<file path="config.mk">
export PLATFORM = sky130hd
export DESIGN_NAME = circular_fifo_queue_unit
export DESIGN_NICKNAME = d
export VERILOG_FILES = /design/src/hw/rtl/cfq_pkg.sv /design/src/hw/rtl/circular_fifo_queue_unit.sv
export SDC_FILE = /design/constraint.sdc
export NUM_CORES = 1
export LEC_CHECK = 0
export CAP_MARGIN = 20
export CORE_MARGIN = 4
export CORE_UTILIZATION = 40
export CTS_CLUSTER_DIAMETER = 60
export CTS_CLUSTER_SIZE = 40
export DETAILED_ROUTE_END_ITERATION = 10
export DONT_BUFFER_PORTS = 1
export GPL_ROUTABILITY_DRIVEN = 0
export GPL_TIMING_DRIVEN = 0
export MAX_ROUTING_LAYER = met4
export PLACE_DENSITY = 0.51
export SLEW_MARGIN = 30
export SYNTH_ARGS = -nofsm -noshare
export SYNTH_HDL_FRONTEND = slang
export SYNTH_SLANG_ARGS = --single-unit
</file>
<file path="constraint.sdc">
create_clock -name clk_i -period 7.2 [get_ports clk_i]
set_input_delay 1.08 -clock clk_i [delete_from_list [all_inputs] [get_ports clk_i]]
set_output_delay 1.08 -clock clk_i [all_outputs]
set_load 0.05 [all_outputs]
</file>
<file path="src/hw/rtl/cfq_pkg.sv">
`default_nettype none

package cfq_pkg;

  localparam int unsigned SlotCountDefault = 16;
  localparam int unsigned CapW             = 4;
  localparam int unsigned WordW            = 32;
  localparam logic [CapW-1:0] CapacityReset = 4'd15;

  typedef enum logic [1:0] {
    CMD_PUSH  = 2'd0,
    CMD_POP   = 2'd1,
    CMD_QUERY = 2'd2
  } cmd_e;

  typedef struct packed {
    logic [1:0]              cmd;
    logic signed [WordW-1:0] push_value;
  } cfq_in_t;

  typedef struct packed {
    logic                    accepted;
    logic signed [WordW-1:0] oldest_value;
    logic signed [WordW-1:0] newest_value;
    logic [CapW-1:0]         entry_count;
    logic                    is_empty;
    logic                    is_full;
  } cfq_out_t;

endpackage

`default_nettype wire

</file>
<file path="src/hw/rtl/circular_fifo_queue_unit.sv">
// Channel  Direction  Handshake                  Payload
// in       input      in_valid_i / in_ready_o    in_data_i (cmd, push_value)
// out      output     out_valid_o / out_ready_i  out_data_o (status and peeks)
// cfg      input      cfg_we_i                   cfg_data_i (capacity)
//
// Each item is accepted in S_IDLE: its push is written to the slot memory and the new
// head entry is read into the memory's registered read port. In S_READ the result is
// loaded into the output register; no new input is taken until that has happened.
// Reset empties the queue and sets the capacity to 15; the slot memory is not cleared.
// A capacity write also empties the queue.
// A stalled output holds the finished item in the output register, and the next item
// is still accepted; it then waits in its read cycle until the output register frees.
`default_nettype none

module circular_fifo_queue_unit import cfq_pkg::*; #(
  parameter int unsigned SlotCount = SlotCountDefault
) (
  input  wire logic            clk_i,
  input  wire logic            rst_ni,
  input  wire logic            in_valid_i,
  output logic                 in_ready_o,
  input  wire cfq_in_t         in_data_i,
  output logic                 out_valid_o,
  input  wire logic            out_ready_i,
  output cfq_out_t             out_data_o,
  input  wire logic            cfg_we_i,
  input  wire logic [CapW-1:0] cfg_data_i
);

  localparam int unsigned IdxW = $clog2(SlotCount);
  localparam int unsigned SzW  = (IdxW + 1 > CapW + 1) ? IdxW + 1 : CapW + 1;

  typedef enum logic [1:0] {
    S_IDLE = 2'b01,
    S_READ = 2'b10
  } state_e;

  state_e            state_q, state_d;
  logic [CapW-1:0]   capacity_q;
  logic [IdxW-1:0]   rd_idx_q, rd_idx_d;
  logic [IdxW-1:0]   wr_idx_q, wr_idx_d;
  logic [WordW-1:0]  newest_q;
  logic              acc_q, acc_d;
  logic              fwd_q, fwd_d;
  logic              out_valid_q;
  cfq_out_t          out_q, res;

  logic [WordW-1:0]  mem_q [SlotCount];
  logic [WordW-1:0]  rdata_q;
  logic              mem_we;
  logic              accept;
  logic              load_out;

  logic [SzW-1:0]    ring_full, ring_size;
  logic [IdxW-1:0]   wr_next, rd_next;
  logic              empty_now, full_now;
  logic [SzW-1:0]    cnt_wide;

  function automatic logic [IdxW-1:0] advance(logic [IdxW-1:0] i, logic [SzW-1:0] m);
    logic [SzW-1:0] nxt;
    nxt = SzW'(i) + SzW'(1);
    return (nxt >= m) ? '0 : nxt[IdxW-1:0];
  endfunction

  // Ring uses capacity plus one slots, limited to the physical store.
  assign ring_full = SzW'(capacity_q) + SzW'(1);
  assign ring_size = (ring_full > SzW'(SlotCount)) ? SzW'(SlotCount) : ring_full;

  assign wr_next   = advance(wr_idx_q, ring_size);
  assign rd_next   = advance(rd_idx_q, ring_size);
  assign empty_now = (rd_idx_q == wr_idx_q);
  assign full_now  = (wr_next == rd_idx_q);
  assign cnt_wide  = (wr_idx_q >= rd_idx_q) ? SzW'(wr_idx_q) - SzW'(rd_idx_q)
                                            : SzW'(wr_idx_q) + ring_size - SzW'(rd_idx_q);

  assign in_ready_o = (state_q == S_IDLE);
  assign accept     = in_valid_i & in_ready_o;
  assign load_out   = (state_q == S_READ) & (~out_valid_q | out_ready_i);

  always_comb begin
    state_d  = state_q;
    rd_idx_d = rd_idx_q;
    wr_idx_d = wr_idx_q;
    acc_d    = acc_q;
    fwd_d    = fwd_q;
    mem_we   = 1'b0;
    if (accept) begin
      state_d = S_READ;
      acc_d   = 1'b1;
      fwd_d   = 1'b0;
      unique case (in_data_i.cmd)
        CMD_PUSH: begin
          if (full_now) begin
            acc_d = 1'b0;
          end else begin
            mem_we   = 1'b1;
            wr_idx_d = wr_next;
            // A push onto an empty queue becomes the head, so its value is forwarded to the result.
            fwd_d    = empty_now;
          end
        end
        CMD_POP: begin
          if (empty_now) begin
            acc_d = 1'b0;
          end else begin
            rd_idx_d = rd_next;
          end
        end
        default: ;
      endcase
    end else if (load_out) begin
      state_d = S_IDLE;
    end
  end

  always_ff @(posedge clk_i or negedge rst_ni) begin
    if (!rst_ni) begin
      state_q     <= S_IDLE;
      capacity_q  <= CapacityReset;
      rd_idx_q    <= '0;
      wr_idx_q    <= '0;
      acc_q       <= 1'b0;
      fwd_q       <= 1'b0;
      out_valid_q <= 1'b0;
    end else begin
      state_q <= state_d;
      acc_q   <= acc_d;
      fwd_q   <= fwd_d;
      if (cfg_we_i) begin
        capacity_q <= cfg_data_i;
        rd_idx_q   <= '0;
        wr_idx_q   <= '0;
      end else begin
        rd_idx_q <= rd_idx_d;
        wr_idx_q <= wr_idx_d;
      end
      if (load_out) begin
        out_valid_q <= 1'b1;
      end else if (out_ready_i) begin
        out_valid_q <= 1'b0;
      end
    end
  end

  // Slot memory: one write port and one registered read port at the new head.
  always_ff @(posedge clk_i) begin
    if (mem_we) begin
      mem_q[wr_idx_q] <= in_data_i.push_value;
    end
    if (accept) begin
      rdata_q <= mem_q[rd_idx_d];
    end
  end

  always_ff @(posedge clk_i) begin
    if (mem_we) begin
      newest_q <= in_data_i.push_value;
    end
    if (load_out) begin
      out_q <= res;
    end
  end

  always_comb begin
    res.accepted     = acc_q;
    res.oldest_value = empty_now ? '0 : (fwd_q ? newest_q : rdata_q);
    res.newest_value = empty_now ? '0 : newest_q;
    res.entry_count  = cnt_wide[CapW-1:0];
    res.is_empty     = empty_now;
    res.is_full      = full_now;
  end

  assign out_valid_o = out_valid_q;
  assign out_data_o  = out_q;

endmodule

`default_nettype wire

</file>
# Word level (Yosys, flattened, before mapping)
# Memory sizes are Yosys's and may differ from the RTL's. A register that Yosys moved wholly into a read port is not among the register bits.
# Cells that the tools add are included.
# classes
bitwise	4
n_lt_le_gt_ge	4
eq_ne	6
n_shift	0
reduce_logical	6
div_mod_pow	0
muxes	26
mul	0
addsub	6
# op_table
op	n
4-bit 2-to-1 mux	11
32-bit 2-to-1 mux	1
4-bit by 1-bit adder with 5-bit output, second input constant	3
5-bit greater-or-equal comparator	2
1-bit 2-to-1 mux	10
4-bit == test	2
2-bit nonzero test	4
4-bit subtractor	2
5-bit > comparator, second input constant	1
5-bit 2-to-1 mux	1
4-bit adder	1
2-bit by 1-bit == test with 1-bit output, second input constant	2
4-bit greater-or-equal comparator	1
2-bit 2-to-1 mux	2
3-bit AND reduction	1
1-bit bitwise AND	2
2-bit == test, second input constant	1
2-bit zero test	1
2-bit != test, second input constant	1
1-bit case mux with 2 select lines	1
1-bit NOT	1
1-bit OR	1
# totals
register_bits	120
word_cells	67
out_inout_bits	73
mem_bits_rw	512
mem_count	1
input_bits	43
latch_bits	0
romBits	0
# memory_table
memory	words	word_bits	read_ports	rd_ports_with_merged_regs	write_ports	line	rtl
mem_q	16	32	1	1	1	circular_fifo_queue_unit.sv:48	logic [WordW-1:0] mem_q [SlotCount];

# Longest topological paths before layout
# Gate-level depths: netlist of run 1.
# logic_depth
depth_word	11
mapped_depth	16

# Least setup slack after synthesis of run 1
# OpenSTA, ideal clock, no wires.
# synth_timing
path_kind	reg-to-reg
from	register capacity_q[0]
to	memory mem_q[2][0] (enable)
stages_incl_launch_ff	15
path_buffers	0
path_slack_ps	894
required_ps	6698
arrival_ps	5804
cell_sequence	dfstp_2 > ha_1 > nand3_1 > nand2b_1 > inv_1 > ha_1 > nand2b_1 > a21o_1 > a21oi_1 > o21ai_0 > o211ai_1 > a22o_1 > inv_1 > nor2_1 > nor4bb_1
# synth_between
elab_chain_cells	11
# synth_lines
item	line	rtl
start, declared	circular_fifo_queue_unit.sv:39	logic [CapW-1:0] capacity_q;
start signal, assigned	circular_fifo_queue_unit.sv:119	capacity_q <= CapacityReset;
start signal, assigned	circular_fifo_queue_unit.sv:130	capacity_q <= cfg_data_i;
4-bit by 1-bit adder with 5-bit output (*)	circular_fifo_queue_unit.sv:66	assign ring_full = SzW'(capacity_q) + SzW'(1);
5-bit > comparator	circular_fifo_queue_unit.sv:67	assign ring_size = (ring_full > SzW'(SlotCount)) ? SzW'(SlotCount) : ring_full;
5-bit 2-to-1 mux (*)	circular_fifo_queue_unit.sv:67	
5-bit greater-or-equal comparator (*)	circular_fifo_queue_unit.sv:62	return (nxt >= m) ? '0 : nxt[IdxW-1:0];
4-bit 2-to-1 mux (*)	circular_fifo_queue_unit.sv:62	
4-bit == test (*)	circular_fifo_queue_unit.sv:72	assign full_now = (wr_next == rd_idx_q);
named net full_now	circular_fifo_queue_unit.sv:56	logic empty_now, full_now;
1-bit 2-to-1 mux (*)	circular_fifo_queue_unit.sv:93	if (full_now) begin
1-bit 2-to-1 mux (*)	circular_fifo_queue_unit.sv:91	unique case (in_data_i.cmd)
1-bit 2-to-1 mux (*)	circular_fifo_queue_unit.sv:87	if (accept) begin
1-bit 2-to-1 mux (*)	circular_fifo_queue_unit.sv:147	if (mem_we) begin
1-bit 2-to-1 mux (implied by the code) (*)	circular_fifo_queue_unit.sv:148	mem_q[wr_idx_q] <= in_data_i.push_value;
end, declared	circular_fifo_queue_unit.sv:48	
# Mark *: on every way through the listed nets, which the timed path passes. The rest lies on a longest branch.

# Final worst setup path of run 1
# layout_timing
from	register rd_idx_q[2]
to	register rdata_q[8], read port of mem_q, data pin
# layout_between
elab_chain_cells	6
elab_cells_between_ends	7
# layout_lines
item	line	rtl
start, declared	circular_fifo_queue_unit.sv:40	logic [IdxW-1:0] rd_idx_q, rd_idx_d;
start signal, assigned	circular_fifo_queue_unit.sv:134	rd_idx_q <= rd_idx_d;
4-bit by 1-bit adder with 5-bit output	circular_fifo_queue_unit.sv:61	nxt = SzW'(i) + SzW'(1);
5-bit greater-or-equal comparator	circular_fifo_queue_unit.sv:62	
4-bit 2-to-1 mux	circular_fifo_queue_unit.sv:62	
4-bit 2-to-1 mux	circular_fifo_queue_unit.sv:103	if (empty_now) begin
4-bit 2-to-1 mux	circular_fifo_queue_unit.sv:91	
4-bit 2-to-1 mux (*)	circular_fifo_queue_unit.sv:87	
end, declared	circular_fifo_queue_unit.sv:49	logic [WordW-1:0] rdata_q;
# Every way passes the cells marked *; elsewhere a longest branch is shown, timed or not.
# A chain may end at the register's enable or synchronous reset.

==> qor.csv, run 1 <==
stage;metric;value;unit
power_and_ir_drop;clock share of power;35.9;%
power_and_ir_drop;Int Pwr;0.00607;W
power_and_ir_drop;Psw;0.00236;W
critical_path;critical path type;reg -> reg;
route;routed vias/inst;5.61;
route;starting DRC count in detailed routing;1467;
placement;Setup WS pre-CTS;1460;ps
synthesis;Gate Count Post-Synth;1810;
synthesis;synthesized area per cell;14.8;µm²
timing;Final setup viols;0;
run;MaxCap Viol Count;0;
layout;most frequent cells in the layout;647 x edfxtp_1, 303 x nand2_1, 76 x a21oi_1;
critical_path;critical path required time;7570;ps
clock_tree;clk buf depth;3;
clock_tree;cts hold-fix bufs;0;
floorplan;Die Area;71300;µm²
floorplan;DIE WIDTH;267;µm
synthesis;total nets after synthesis;1881;
min_path;Hold Crit Class;in -> async;
route;# DRC;0;
route;DR vias;15575;
synthesis;Synth cell types;56;
timing;fin crit period;5590;ps
layout;layout cells sized above 1;10.2;%
timing;worst-margin pin slew;997;ps
route;final wirelength;71500;µm
layout;Nets;1944;
critical_path;Crit. End Element;register;
synthesis;Yosys reg bits;664;
clock_tree;setup bufs post-CTS;0;
timing;Fin Clk Skew;45.2;ps
floorplan;initial core utilization;40.6;%
synthesis;ys async rst share;2.56;%
placement;DP Wirelength;46500;µm
global_route;GRT overflow;0;
critical_path;crit start category;register;
timing;Max Transition Viols Final;0;
timing;post-route worst setup slack;1610;ps
power_and_ir_drop;Tot Pwr;0.00842;W
layout;fin area;30000;µm²
timing;Fmax;0.179;GHz
power_and_ir_drop;switching share of power;28.0;%
synthesis;Yosys warning total;0;
route;Pre-antenna DRT Iters;5;
layout;commonest non-fill, non-tap cell in the layout;edfxtp_1;
synthesis;Seq/Total Area, Yosys;74.1;%
synthesis;ys flop type;edfxtp_1;
power_and_ir_drop;Logic pwr share;5.4;%
timing;Hold Fails Final Rpt;0;
power_and_ir_drop;Reg power frac;58.7;%
placement;# port buffers;0;
clock_tree;CTS Buf Count;48;
layout;synthesis-to-finish area growth;11.9;%
global_route;vias in the first global route;15523;
critical_path;critical path arrival;5960;ps
clock_tree;H-tree levels;2;
clock_tree;clk_lat worst skew;640;ps
clock_tree;CTS tree;yes;
timing;RSZ-0062 raised after global routing;false;
layout;FILL cells;5827;
layout;ant diodes;0;
floorplan;Die Y;267;µm
global_route;GRT Resource Usage Total;20.5;%
route;Final ANT Viol Nets;0;
global_route;largest net degree at the start of global routing;40;
critical_path;crit-path max FO;10;
floorplan;I/O Pins;116;
power_and_ir_drop;maximum VDD drop;169;µV
clock_tree;clock sinks;664;
global_route;first-pass GRT wire length;105000;µm
timing;Rel. slew slack;33.4;%
timing;final clock period utilization by the worst path;77.7;%
power_and_ir_drop;PD cells;281;nW/µm²
power_and_ir_drop;Leakage;10.3;nW
global_route;initial antenna violation count;0;
synthesis;number of enable flip-flop cells after synthesis;647;
synthesis;area of the mapped netlist;26800;µm²
run_status;outcome;completed;
floorplan;# rows;94;
placement;area of placed instances;28200;µm²
route;Routed WL per cell;25.8;µm
clock_tree;Root Driver;clkbuf_16;
floorplan;core area;66100;µm²
clock_tree;clock slew at reported path FFs;80;ps
clock_tree;Resized cells post-CTS;0;
## cells in the mapped netlist (5+ instances only)
cell type  instances  area (µm²)
a21oi_1           76         380
a221o_1           32         320
a22o_1            34         298
a311oi_1          32         280
a31oi_1           33         206
and2_1            37         231
and3_1            80         500
buf_1             13        48.8
buf_2             26         130
clkbuf_1          65         244
dfrtp_1           12         300
dfstp_2            5         131
edfxtp_1         647       19400
ha_1              24         300
inv_1             23        86.3
mux2_1            15         169
mux2_4            17         255
mux2i_1           66         661
nand2_1          303        1140
nand2b_1           6        37.5
nand3_1           42         210
nor2_1            45         169
o21ai_0           47         235
o21ai_1           31         155
o22ai_1           21         131
o22ai_2           13         163
xnor2_1            6        52.6
xor2_1             5        43.8
## registers in the layout (all words and copies together), names as in the netlist
register and flops:
capacity_q 4, fwd_q 1, out_data_o 71, state_q 2, acc_q 1, rd_idx_q 4, mem_q 512, newest_q 32
wr_idx_q 4, out_valid_o 1, rdata_q 32
## power by group through the flow
stage	clock network (W)	registers (W)	logic (W)
2_1_floorplan	0	0.00501	0.000303
3_3_place_gp	0	0.00505	0.000435
3_5_place_dp	0	0.00503	0.000469
4_1_cts	0.00309	0.00495	0.000470
5_1_grt	0.00324	0.00496	0.000504
6_report	0.00303	0.00494	0.000455
## through the flow
stage	setup TNS, ps	hold slack [ps]	util, %	std cells
detailed placement	0	441	42.7	2687
floorplan	0	425	-	1810
finish	0	162	45.4	2777
global placement	-178690	438	42.2	2674
CTS	0	128	45.4	2777
global route	0	124	45.4	2777
## layer usage
metal	share of wire, %	vias to the layer above	global-route usage, %
met4	2.1	0	5.13
li1	-	7026	-
met3	6.0	93	3.37
met5	0	-	-
met1	44	7921	27.4
met2	48	535	33.1
## worst paths after layout
| path | startpoint | to | slack (ps) | cells after the start |
|---|---|---|---|---|
| min in group clk_i | acc_q | out_data_o[70] | 450 | 0 |
| worst min register to register | acc_q | out_data_o[70] | 450 | 0 |
| worst max register to register | rd_idx_q[2] | rdata_q[8] | 1610 | 13 |
| worst max-delay path | rd_idx_q[2] | rdata_q[8] | 1610 | 13 |
| worst min-delay path | rst_ni | rd_idx_q[2] | 160 | 0 |
| max in group asynchronous | rst_ni | state_q[0] | 6860 | 0 |
## cells by family after synthesis
family / after synthesis / synth area share [%]
adder cells (fa/ha/maj): 28 / 1.42
AO/OA/AOI/OAI: 339 / 8.76
multiplexers: 101 / 4.17
XOR/XNOR: 11 / 0.359
AND/OR/NAND/NOR: 532 / 9.09
flip-flops: 664 / 74.1
buffers and inverters: 135 / 2.15
## critical path, stage by stage (launching register included)
cell and delay, ps:
dfrtp_1 420, clkbuf_1 340, inv_1 180, ha_1 380, nand4_1 530, nand3_1 310
buf_2 280, a2111oi_0 140, a21oi_1 530, buf_2 370, clkbuf_1 560, clkbuf_1 610
a31oi_1 280, a221o_1 400
## final cells by class
class                   instances  area (µm²)  share of cell area [%]
clock buffers                  52        1240                    4.12
inverters                      24        95.1                   0.317
multi-input cells            1011        6470                    21.6
flip-flops and latches        664       19900                    66.2
plain buffers                 111         493                    1.64
well taps                     864        1080                    3.60
repair buffers                 13         233                   0.776
clock inverters                38         536                    1.78
(Power assumes the default switching activity.)
==> run 2: changes to the inputs <==
Clock period 7.2 ns to 5.5 ns, I/O delays scaled along.
==> qor.csv, run 2 (synthesized netlist as in run 1, its figures left out) <==
stage;metric;value;unit
timing;Hold WS;62.8;ps
power_and_ir_drop;maximum VDD drop;260;µV
layout;Nets;1947;
floorplan;I/O Pins;116;
floorplan;core area;66100;µm²
timing;fin crit period;5200;ps
timing;Fin Clk Skew;42.8;ps
route;starting DRC count in detailed routing;1383;
layout;commonest non-fill, non-tap cell in the layout;edfxtp_1;
floorplan;DIE WIDTH;267;µm
layout;layout cells sized above 1;10.6;%
global_route;met1 Resource Use GR;27.4;%
power_and_ir_drop;Leakage;10.3;nW
route;Final ANT Viol Nets;0;
critical_path;Crit. End Element;register;
critical_path;critical path cell sequence;ha_1 > nand3_1 > nand2b_1 > inv_1 > ha_1 > nand2b_1 > a21o_1 > a21oi_1 > o21ai_0 > o211ai_1 > a22o_1 > inv_1 > nor2_2 > clkbuf_4 > buf_12 > and3_2 > buf_16;
critical_path;CP max-delay cell;and3_2;
route;routed vias/inst;5.59;
layout;FILL cells;5867;
layout;largest reg by FF count;mem_q;
timing;Final setup viols;0;
timing;RSZ-0062 raised after global routing;false;
global_route;vias in the first global route;15548;
power_and_ir_drop;PD cells;367;nW/µm²
layout;synthesis-to-finish area growth;12.1;%
global_route;GRT overflow;0;
clock_tree;clk buf depth;3;
run;MaxCap Viol Count;0;
placement;placed cells;2688;
critical_path;critical path type;reg -> reg;
clock_tree;H-tree levels;2;
floorplan;Die Area;71300;µm²
global_route;met3 usage;3.13;%
global_route;first-pass GRT wire length;105000;µm
layout;Post-Layout Cell Count;2779;
critical_path;crit-path max cell delay;580;ps
global_route;initial antenna violation count;0;
clock_tree;CTS Buf Count;48;
critical_path;critical path required time;5820;ps
route;Pre-antenna DRT Iters;5;
timing;Fmax;0.192;GHz
clock_tree;Root Driver;clkbuf_16;
floorplan;initial core utilization;40.6;%
route;Routed WL per cell;25.8;µm
power_and_ir_drop;Tot Pwr;0.0110;W
timing;worst-margin pin slew;1000;ps
clock_tree;clock slew at reported path FFs;80;ps
timing;Rel. slew slack;32.9;%
route;# DRC;0;
critical_path;Buf+Inv Stages, Crit Path;5;
placement;# port buffers;0;
global_route;largest net degree at the start of global routing;40;
critical_path;critical path arrival;5520;ps
run_status;outcome;completed;
timing;TNS Setup;0;ps
timing;Max Transition Viols Final;0;
critical_path;crit-path max FO;22;
timing;Hold Fails Final Rpt;0;
global_route;GRT Resource Usage Total;20.6;%
route;final wirelength;71700;µm
route;DR vias;15526;
floorplan;# rows;94;
floorplan;Die Y;267;µm
global_route;met2 Use GR;33.5;%
placement;DP Wirelength;46900;µm
critical_path;delay-heaviest family, CP;simple AND/OR/NAND/NOR gates;
critical_path;crit start category;register;
min_path;Hold Crit Class;in -> async;
clock_tree;clock sinks;664;
timing;final clock period utilization by the worst path;94.5;%
layout;most frequent cells in the layout;647 x edfxtp_1, 303 x nand2_1, 76 x a21oi_1;
placement;area of placed instances;28300;µm²
layout;ant diodes;0;
clock_tree;CTS tree;yes;
layout;fin area;30100;µm²
clock_tree;clk_lat worst skew;630;ps
layout;max FFs per register;512;
global_route;busiest grt layer;met2;
-- run 2: final cells by class --
class / instances / area [µm²] / area share (%)
inverters: 24 / 95.1 / 0.316
clock buffers: 51 / 1230 / 4.10
well taps: 864 / 1080 / 3.59
plain buffers: 110 / 494 / 1.64
multi-input cells: 1011 / 6470 / 21.5
repair buffers: 17 / 285 / 0.949
clock inverters: 38 / 548 / 1.82
flip-flops and latches: 664 / 19900 / 66.0
-- run 2: per-stage QoR --
step | setup WS, ps | util (%)
after floorplan | 345 | -
after global placement | -2320 | 42.2
after detailed placement | -150 | 42.7
after CTS | 62.9 | 45.5
after global routing | 5.42 | 45.5
final | 304 | 45.5
-- run 2: timing repair --
| item | 4_1_cts | 5_1_grt |
|---|---|---|
| setup buffers | 0 | 2 |
| hold endpoints to repair | 12 | 0 |
| resized for setup | 2 | 7 |
| setup endpoints to repair | 20 | 106 |
| hold buffers | 1 | 0 |
| pin swaps | 0 | 1 |
-- run 2: final timing paths --
path,from,to,slack [ps],cells past startpoint
max,capacity_q[0],mem_q[3][15],300,17
min,rst_ni,state_q[0],60,0
max reg2reg,capacity_q[0],mem_q[3][15],300,17
min reg2reg,acc_q,out_data_o[70],460,0
max in group asynchronous,rst_ni,wr_idx_q[0],4350,1
min in group clk_i,in_data_i[7],mem_q[3][7],290,0
-- run 2: where the power goes --
part           internal (W)  leakage [nW]  switching [W]  total, W
combinational      0.000188          3.37       0.000412  0.000600
sequential          0.00586          6.07       0.000606   0.00647
clock               0.00196         0.857        0.00201   0.00397
total               0.00801          10.3        0.00303    0.0110
-- run 2: layer usage --
layer / wire length [µm] / up-vias
met5: 0 / -
met4: 1580 / 0
met3: 4420 / 94
met2: 34800 / 492
met1: 30900 / 7912
li1: - / 7028
-- run 2: worst reg2reg max path, stage by stage (launching register included) --
cell,delay [ps]
dfstp_2,570
ha_1,210
nand3_1,190
nand2b_1,180
inv_1,80
ha_1,260
nand2b_1,140
a21o_1,190
a21oi_1,180
o21ai_0,260
o211ai_1,260
a22o_1,300
inv_1,200
nor2_2,360
clkbuf_4,470
buf_12,240
and3_2,580
buf_16,240
==> run 3: changes to the inputs <==
Settings changed: HOLD_SLACK_MARGIN set to 0.12, RECOVER_POWER set to 25.
==> qor.csv, run 3 (synthesized netlist as in run 1, its figures left out) <==
stage;metric;value;unit
timing;worst-margin pin slew;1020;ps
layout;ant diodes;0;
clock_tree;Root Driver;clkbuf_16;
global_route;GRT Resource Usage Total;20.6;%
layout;commonest non-fill, non-tap cell in the layout;edfxtp_1;
timing;Hold WS;159;ps
layout;max FFs per register;512;
timing;final clock period utilization by the worst path;94.9;%
timing;fin crit period;5220;ps
clock_tree;H-tree levels;2;
critical_path;critical path arrival;5540;ps
timing;Rel. slew slack;32.1;%
timing;Hold Fails Final Rpt;0;
timing;Fmax;0.192;GHz
route;starting DRC count in detailed routing;1423;
clock_tree;clock sinks;664;
run_status;outcome;completed;
power_and_ir_drop;maximum VDD drop;261;µV
global_route;GRT overflow;0;
floorplan;core area;66100;µm²
layout;Post-Layout Cell Count;2779;
placement;DP Wirelength;46900;µm
layout;Nets;1947;
global_route;largest net degree at the start of global routing;40;
route;# DRC;0;
timing;Max Transition Viols Final;0;
floorplan;# rows;94;
layout;layout cells sized above 1;10.7;%
timing;Fin Clk Skew;41.3;ps
route;routed vias/inst;5.58;
layout;Sequential Area;19900;µm²
floorplan;DIE WIDTH;267;µm
layout;Multi-input gate area;6470;µm²
critical_path;crit-path max FO;22;
route;Pre-antenna DRT Iters;5;
critical_path;critical path required time;5820;ps
clock_tree;clk buf depth;3;
placement;placed cells;2688;
layout;largest reg by FF count;mem_q;
clock_tree;CTS tree;yes;
placement;# port buffers;0;
critical_path;critical path type;reg -> reg;
power_and_ir_drop;Leakage;10.3;nW
global_route;initial antenna violation count;0;
global_route;vias in the first global route;15551;
critical_path;crit start category;register;
route;Routed WL per cell;25.8;µm
clock_tree;clock slew at reported path FFs;80;ps
timing;Final setup viols;0;
route;Final ANT Viol Nets;0;
global_route;first-pass GRT wire length;105000;µm
floorplan;I/O Pins;116;
critical_path;Crit. End Element;register;
timing;RSZ-0062 raised after global routing;false;
layout;synthesis-to-finish area growth;12.1;%
layout;FILL cells;5868;
run;MaxCap Viol Count;0;
floorplan;Die Y;267;µm
min_path;Hold Crit Class;in -> async;
layout;most frequent cells in the layout;647 x edfxtp_1, 303 x nand2_1, 76 x a21oi_1;
route;DR vias;15509;
route;final wirelength;71700;µm
floorplan;initial core utilization;40.6;%
clock_tree;CTS Buf Count;48;
floorplan;Die Area;71300;µm²
clock_tree;clk_lat worst skew;630;ps
power_and_ir_drop;PD cells;367;nW/µm²
==> run 3: cell types whose count changed in the layout (fill, tap and decap cells not counted) <==
cell	change
dlygate4sd3_1	-1
buf_2	+1
==> run 3: area by class of cell <==
type / count / share of cell area, %
clock inverters: 38 / 1.82
inverters: 24 / 0.316
clock buffers: 51 / 4.10
well taps: 864 / 3.60
plain buffers: 110 / 1.64
repair buffers: 17 / 0.932
multi-input cells: 1011 / 21.5
flip-flops and latches: 664 / 66.1
==> run 3: final timing paths <==
| path | depth (start not counted) | endpoint | start | slack (ps) |
|---|---|---|---|---|
| setup / recovery | 17 | mem_q[3][15] | capacity_q[0] | 280 |
| hold / removal | 1 | fwd_q | rst_ni | 160 |
| setup reg to reg | 17 | mem_q[3][15] | capacity_q[0] | 280 |
| hold reg to reg | 0 | out_data_o[70] | acc_q | 460 |
| max in group asynchronous | 1 | capacity_q[3] | rst_ni | 5010 |
| min in group clk_i | 0 | mem_q[2][11] | in_data_i[11] | 290 |
==> run 3: report_power, final <==
part | total, W | leakage [nW] | internal, W | switching [W]
Clock | 0.00397 | 0.857 | 0.00196 | 0.00201
Combinational | 0.000600 | 3.37 | 0.000188 | 0.000412
Sequential | 0.00647 | 6.07 | 0.00586 | 0.000606
Total | 0.0110 | 10.3 | 0.00801 | 0.00303
==> run 3: timing repair <==
item                                   in CTS  in global routing
buffers inserted                            0                  2
setup endpoints to repair                  20                106
hold buffers                                1                  0
pin swaps                                   0                  1
cloned                                      0                  0
gates resized for setup                     2                  7
endpoints found under the hold margin      17                  0
==> run 3: stage by stage <==
stage / TNS, ps / cell area [µm²] / util [%] / setup WS [ps] / total power (W)
after floorplan: 0 / 26800 / - / 345 / 0.00696
after global placement: -515320 / 27900 / 42.2 / -2320 / 0.00718
after detailed placement: -1120 / 28300 / 42.7 / -150 / 0.00720
after CTS: 0 / 30000 / 45.5 / 62.9 / 0.0112
after global routing: 0 / 30100 / 45.5 / 5.41 / 0.0114
final: 0 / 30100 / 45.5 / 282 / 0.0110
==> run 3: layer usage <==
layer  vias to the layer above  share of wire, %  global-route usage (%)
met2                       494                49                    33.5
met1                      7903                43                    27.3
met3                        96               6.0                    3.13
li1                       7016                 -                       -
met4                         0               2.2                    5.34
met5                         -                 0                       -
==> run 3: worst max-delay path: stages (launching register included) <==
cell	delay [ps]
dfstp_2	570
ha_1	210
nand3_1	190
nand2b_1	180
inv_1	80
ha_1	260
nand2b_1	140
a21o_1	190
a21oi_1	180
o21ai_0	260
o21ai_0	280
a22o_1	300
inv_1	200
nor2_2	360
clkbuf_4	470
buf_12	240
and3_2	570
buf_16	240
